===== config.mk =====
export PLATFORM = sky130hd
export DESIGN_NAME = tms_tape
export DESIGN_NICKNAME = d
export VERILOG_FILES = /design/src/rtl/core/assert_macros.svh /design/src/rtl/core/tms_pkg.sv /design/src/rtl/core/tms_cell.sv /design/src/rtl/core/tms_tape.sv
export SDC_FILE = /design/constraint.sdc
export NUM_CORES = 2
export LEC_CHECK = 0
export BUFFER_PORTS_ARGS = -buffer_cell sky130_fd_sc_hd__buf_2
export CORE_ASPECT_RATIO = 0.75
export CORE_MARGIN = 2
export CORE_UTILIZATION = 24
export DETAILED_ROUTE_END_ITERATION = 10
export PLACE_DENSITY = 0.41
export SLEW_MARGIN = 10
export SYNTH_ARGS = -nofsm -noshare
export SYNTH_HDL_FRONTEND = slang
export SYNTH_SLANG_ARGS = --single-unit

===== constraint.sdc =====
create_clock -name clk -period 2.3 [get_ports clk]
set_input_delay 0.46 -clock clk [delete_from_list [all_inputs] [get_ports clk]]
set_output_delay 0.46 -clock clk [all_outputs]
set_load 0.02 [all_outputs]

===== src/rtl/core/assert_macros.svh =====
// Assertion helpers for the RTL; only turing_machine_step_top includes them.
// Both forms are disabled while reset is held.
`ifndef ASSERT_MACROS_SVH
`define ASSERT_MACROS_SVH

// Implication checked in the same cycle.
`define ASSERT_SAME(lbl, clk, rstn, ante, cons, msg) \
  lbl: assert property (@(posedge clk) disable iff (!(rstn)) (ante) |-> (cons)) \
    else $error(msg);

// Implication checked in the next cycle.
`define ASSERT_NEXT(lbl, clk, rstn, ante, cons, msg) \
  lbl: assert property (@(posedge clk) disable iff (!(rstn)) (ante) |=> (cons)) \
    else $error(msg);

`endif


===== src/rtl/core/tms_pkg.sv =====
package tms_pkg;

  // Tape and rule table sizing.
  localparam int TAPE_LEN    = 256;
  localparam int MAX_STATES  = 16;
  localparam int MAX_SYMBOLS = 16;
  localparam int RULE_DEPTH  = MAX_STATES * MAX_SYMBOLS;

  localparam int POS_W  = $clog2(TAPE_LEN);
  localparam int RIDX_W = $clog2(RULE_DEPTH);

  // Field widths of the request and result ports.
  localparam int KIND_W   = 2;
  localparam int SYM_W    = 4;
  localparam int ST_W     = 4;
  localparam int MOVE_W   = 2;
  localparam int NS_W     = 5;
  localparam int OPOS_W   = 8;
  localparam int OIDX_W   = 8;
  localparam int CFG_IDX_W = 1;
  localparam int CFG_DAT_W = 5;

  // Width of the rule index before it is folded onto the table depth.
  localparam int IDX_FULL_W = SYM_W + NS_W + 1;

  // Request kinds.
  localparam logic [KIND_W-1:0] KIND_LOAD  = 2'd0;
  localparam logic [KIND_W-1:0] KIND_STEP  = 2'd1;
  localparam logic [KIND_W-1:0] KIND_CLEAR = 2'd2;

  // Head move codes; the unused code behaves as stay.
  localparam logic [MOVE_W-1:0] MOVE_LEFT  = 2'd0;
  localparam logic [MOVE_W-1:0] MOVE_STAY  = 2'd1;
  localparam logic [MOVE_W-1:0] MOVE_RIGHT = 2'd2;

  // Configuration register indexes.
  localparam logic [CFG_IDX_W-1:0] CFG_NUM_STATES  = 1'd0;
  localparam logic [CFG_IDX_W-1:0] CFG_DETECT_CYCLE = 1'd1;

  // Head and extent values after a tape clear.
  localparam logic [POS_W-1:0] HEAD_INIT  = POS_W'(TAPE_LEN / 2);
  localparam logic [POS_W-1:0] LEFT_INIT  = POS_W'(TAPE_LEN / 2 - 1);
  localparam logic [POS_W-1:0] RIGHT_INIT = POS_W'(TAPE_LEN / 2 + 1);
  localparam logic [POS_W-1:0] POS_LAST   = POS_W'(TAPE_LEN - 1);

  // Operation applied to every tape cell at once.
  typedef enum logic [1:0] {
    CELL_HOLD,
    CELL_TAKE_LEFT,
    CELL_TAKE_RIGHT,
    CELL_CLEAR
  } cell_op_t;

  typedef struct packed {
    cell_op_t         op;
    logic             wr_en;
    logic [SYM_W-1:0] wr_sym;
  } cell_ctrl_t;

  // One rule table entry.
  typedef struct packed {
    logic [SYM_W-1:0]  wr_sym;
    logic [MOVE_W-1:0] move;
    logic [ST_W-1:0]   next_st;
  } rule_t;

endpackage


===== src/rtl/core/tms_cell.sv =====
module tms_cell
  import tms_pkg::*;
(
  input  logic             clk,
  input  logic             rst_n,
  input  cell_ctrl_t       ctrl_i,
  input  logic             is_head_i,
  input  logic [SYM_W-1:0] from_left_i,
  input  logic [SYM_W-1:0] from_right_i,
  output logic [SYM_W-1:0] sym_o
);

  logic [SYM_W-1:0] sym_r;
  logic [SYM_W-1:0] sym_nxt;

  // The head cell shows the rule's symbol while it is being written, so the
  // written value travels with the shift in the same cycle.
  assign sym_o = (is_head_i && ctrl_i.wr_en) ? ctrl_i.wr_sym : sym_r;

  // Next symbol: hold (with the head write), take a neighbour, or clear.
  always_comb begin
    case (ctrl_i.op)
      CELL_CLEAR:      sym_nxt = '0;
      CELL_TAKE_LEFT:  sym_nxt = from_left_i;
      CELL_TAKE_RIGHT: sym_nxt = from_right_i;
      default:         sym_nxt = sym_o;
    endcase
  end

  always_ff @(posedge clk) begin
    if (!rst_n) begin
      sym_r <= '0;
    end else begin
      sym_r <= sym_nxt;
    end
  end

endmodule


===== src/rtl/core/tms_tape.sv =====
module tms_tape
  import tms_pkg::*;
(
  input  logic             clk,
  input  logic             rst_n,
  input  cell_ctrl_t       ctrl_i,
  output logic [SYM_W-1:0] head_sym_o
);

  // The tape is a ring of cells. Cell zero always holds the symbol under
  // the head; a head move rotates the ring by one place.
  logic [SYM_W-1:0] sym_w [TAPE_LEN];

  for (genvar i = 0; i < TAPE_LEN; i++) begin : g_cell
    tms_cell u_cell (
      .clk          (clk),
      .rst_n        (rst_n),
      .ctrl_i       (ctrl_i),
      .is_head_i    (i == 0),
      .from_left_i  (sym_w[(i + TAPE_LEN - 1) % TAPE_LEN]),
      .from_right_i (sym_w[(i + 1) % TAPE_LEN]),
      .sym_o        (sym_w[i])
    );
  end

  assign head_sym_o = sym_w[0];

endmodule


# After elaboration in Yosys (flattened, before gate mapping)
# Cells that the tools add are included.
# op_classes
eq_ne	3
mux	257
reduce_logical	1
# ops
op	count
4-bit one-hot mux with 3 select lines	256
2-bit == test, second input constant	2
4-bit two-way mux	1
3-bit nonzero test	1
2-bit by 1-bit == test with 1-bit output, second input constant	1
# word_totals
ff_bits	1024
inputBits	9
output_inout_bits	4
word_cells	517

# Logic depth before layout (Yosys ltp)
# logic_depth
ltp_word	2
mapped_depth	9
mapped_depth_nobuf	5

# By module
# Synthesis repeated with hierarchy kept, for this count alone.
# unflattened
cells_unflattened	7682
area_unflattened_um2	61186.2
# modules_own_cells
module	n_inst	cells_per_inst	area_each_um2	seq_area_each_um2
tms_cell	256	30	239.0	80.1
tms_tape	1	2	7.5	0.0

# Worst setup path before layout
# OpenSTA, ideal clock, no wires.
# synth_path
path_kind	input port to flip-flop
from	input ctrl_i[6] (netlist name)
to	register g_cell[129].u_cell.sym_r[3]
setup_ps	128
arrival_time_ps	1611
required_ps	2172
slack_ps	561
stages	9
path_buffers	4
path_cell_list	inv_1 ha_1 buf_2 buf_4 buf_6 buf_2 a22o_1 a22oi_1 nor2_1
# synth_between
elab_chain_len	2
elab_cells_between_ends	5
classes_between	eq/ne (3); mux (1); reduce/logical (1)
# synth_lines
element	line_no	rtl
start: declaration	tms_tape.sv:6	input cell_ctrl_t ctrl_i,
2-bit == test or 2-bit by 1-bit == test with 1-bit output (tied branches)	tms_cell.sv:22	case (ctrl_i.op)
4-bit one-hot mux with 3 select lines or 3-bit nonzero test (tied branches)	--	
end signal: assignment	tms_cell.sv:34	sym_r <= sym_nxt;
end: declaration	tms_cell.sv:13	logic [SYM_W-1:0] sym_r;
# Several ways; a longest one is shown, not always the timed one.
# A chain may end at the register's enable or synchronous reset.

# Final worst setup path
# layout_path
from	register g_cell[0].u_cell.sym_r[2]
to	output head_sym_o[2]
# layout_between
elab_chain_len	1
# layout_lines
element	line_no	rtl
start: declaration	tms_cell.sv:13	
start signal: assignment	tms_cell.sv:34	
4-bit two-way mux	tms_cell.sv:18	assign sym_o = (is_head_i && ctrl_i.wr_en) ? ctrl_i.wr_sym : sym_r;
end: declaration	tms_tape.sv:7	output logic [SYM_W-1:0] head_sym_o
# Every way passes these cells.

==> impl_metrics.py <==
metrics = {
    "finish": {
        "nets": 5100,
        "final_cells": 7594,
        "area_growth_pct": 17.57,
        "fill_cells": 19310,
        "drive_gt1_share_pct": 8.749,
        "largest_reg_flops": 1024,
        "final_common_cell": "nand2_1",
        "post-route-cell-area_mm2": 0.05236,
        "layout_common_cells": "1,190 x nand2_1, 1,024 x dfxtp_1, 1,012 x a22o_1",
        "final_core_util_pct": 28.49,
        "top_regs": "g_cell.u_cell.sym_r x1024",
        "largest_register": "g_cell.u_cell.sym_r",
    },
    "drt": {
        "wl_per_cell_um": 14.71,
        "vias_per_cell": 4.930,
        "wl_mm": 111.7,
        "final_antenna_net_count": 0,
        "first_iter_violations": 2729,
        "vias": 37440,
        "drc_errors": 0,
        "dr.pass1.iters": 7,
    },
    "pwr": {
        "p_clk_share_pct": 48.0,
        "power_density_mw_per_mm2": 755.0,
        "p_int_uw": 29830,
        "seq_power_share_pct": 44.9,
        "combinationalPowerShare_pct": 7.1,
        "netSwitchingFraction_pct": 24.54,
        "power.leakage_uw": 0.01725,
        "p_sw_uw": 9700,
        "ir_drop_v": 0.0005342,
    },
    "synth": {
        "synth_cells": 5275,
        "synthDistinctLibCells": 22,
        "ys.flop_type": "dfxtp_1",
        "ys_warn_count": 0,
        "syn_avg_cell_area_um2": 8.442,
        "synth.net_count": 5287,
        "async_reset_ff_share_pct": 0,
        "syn-cell-area_mm2": 0.04453,
        "synth_edf_count": 0,
        "synth_seq_area_share_pct": 46.03,
        "ys_seq_elements": 1024,
    },
    "clock_tree": {
        "cts_hold_buffers": 0,
        "cts_resized": 0,
        "cts_buffers": 112,
        "cts_num_sinks": 1024,
        "clk_latency_ns": 0.73,
        "clockRootBuffer": "clkbuf_16",
        "cts_max_path_buffers": 3,
        "cts_setup_buffers": 0,
        "h-tree-depth": 3,
        "clk_pin_slew_ns": 0.06,
        "cts_tree": "yes",
    },
    "worst_setup_path": {
        "cp-startpoint": "g_cell[0].u_cell.sym_r[2]$_SDFF_PN0_",
        "r2r_start": "g_cell[0].u_cell.sym_r[1]$_SDFF_PN0_",
        "cp_max_fo": 3,
        "r2r_cells": 4,
        "cp_data_arrival_time_ns": 1.61,
        "cp-start-kind": "flip-flop",
        "path_class": "flip-flop to output pin",
        "end_kind": "output pin",
        "required_ns": 1.84,
    },
    "min_path": {
        "min_path_cells": 3,
        "worstHoldStart": "rst_n",
        "worstHoldPathType": "input port to flip-flop",
    },
    "global_routing": {
        "grt_pass1_wl_mm": 187.9,
        "antenna_found_initial": 1,
        "first_global_vias": 35020,
        "overflow": 0,
        "track_usage_pct": 11.45,
        "grt_max_degree": 101,
    },
    "placed_design": {
        "placed_area_mm2": 0.04849,
        "routabilityCongestion": 0.6817,
        "place_inst": 7389,
        "dpl.hpwl_mm": 64.18,
        "io_buffers": 12,
    },
    "floorplan": {
        "ios": 13,
        "initial_core_util_pct": 24.23,
        "die_height_um": 377.0,
        "dieArea_mm2": 0.1890,
        "core_area_mm2": 0.1838,
        "rows": 136,
        "fp.dieW_um": 501.4,
    },
    "timing": {
        "min_period_ns": 2.069,
        "whs_ns": 0.1623,
        "rsz0062_at_grt": "false",
        "tightest_slew_ns": 0.5052,
        "drv_slew": 0,
        "max_slew_margin_pct": 66.32,
        "finalHoldViolCount": 0,
        "setup_viol": 0,
        "fmax_mhz": 483.4,
        "finalCritPeriodShare_pct": 89.95,
        "finClkSkew_ns": 0.02138,
        "finalSetupTns_ns": 0,
    },
    "outcome": {
        "status": "finished, final reports clean",
    },
    "job": {
        "timing.max_cap.violations": 0,
    },
}
power by group through the flow:
stage / sequential, µW / combinational (µW) / clock [µW]
floorplan: 18100 / 1680 / 0
global placement: 18100 / 2890 / 0
detailed placement: 18100 / 2850 / 0
CTS: 17700 / 2850 / 19800
global route: 17700 / 3050 / 20500
finish: 17700 / 2820 / 19000
worst paths after layout:
check,end,slack (ns)
min reg2reg,g_cell[41].u_cell.sym_r[2]$_SDFFE_PN0N_,0.48
min,g_cell[84].u_cell.sym_r[3]$_SDFFE_PN0N_,0.16
max reg2reg,g_cell[255].u_cell.sym_r[1]$_SDFFE_PN0N_,1.32
max,head_sym_o[2],0.23
per-layer routing:
layer	wire (µm)	vias up	part of all wire [%]	track usage (%)
li1	-	18680	-	-
met1	58560	18120	52	16.73
met2	47350	516	42	17.28
met3	3926	127	3.5	2.073
met4	1873	0	1.7	2.594
met5	0	-	0	0
stage by stage:
step / power (µW) / setup slack (ns)
detailed placement: 20990 / 0.1362
floorplan: 19820 / 0.5613
finish: 39530 / 0.2311
global route: 41290 / 0.1098
CTS: 40350 / 0.1313
global placement: 21030 / 0.1621
kinds of logic (layout without fill, tap and decap cells):
family	after synthesis	in the layout	synth area share, %
buf+inv	577	480	6.055
fa+ha+maj	3	3	0.08430
mux	4	4	0.08991
other cells	0	1	0
simple gates	1623	1623	13.73
compound gates	2044	2044	34.00
flops	1024	1024	46.03
layout make-up:
cell class | count | area [µm²] | area share, %
clock buffers | 172 | 3361 | 6.419
multi-input cells | 3674 | 21370 | 40.82
clock inverters | 32 | 498.0 | 0.9512
inverters | 7 | 33.78 | 0.06453
diodes | 1 | 2.502 | 0.004780
well taps | 2415 | 3022 | 5.771
repair buffers | 269 | 3566 | 6.811
flip-flops and latches | 1024 | 20500 | 39.16
synth_stat cells, types with 6 or more instances:
library cell  instances  share of area (%)
a21oi_1             597                6.7
dfxtp_1            1024                 46
clkbuf_1            279                2.4
buf_4                 9               0.15
inv_1                 6              0.051
nor2_1              423                3.6
a22o_1             1012                 20
a22oi_1             419                7.1
nand3_1               8              0.090
buf_1                15               0.13
nand2_1            1190                 10
buf_6                26               0.66
buf_2               241                2.7
critical path: stages (launching register included):
cell and delay, ns:
dfxtp_1 0.29, mux2i_1 0.25, inv_1 0.15, buf_2 0.18
(Power assumes the default switching activity.)
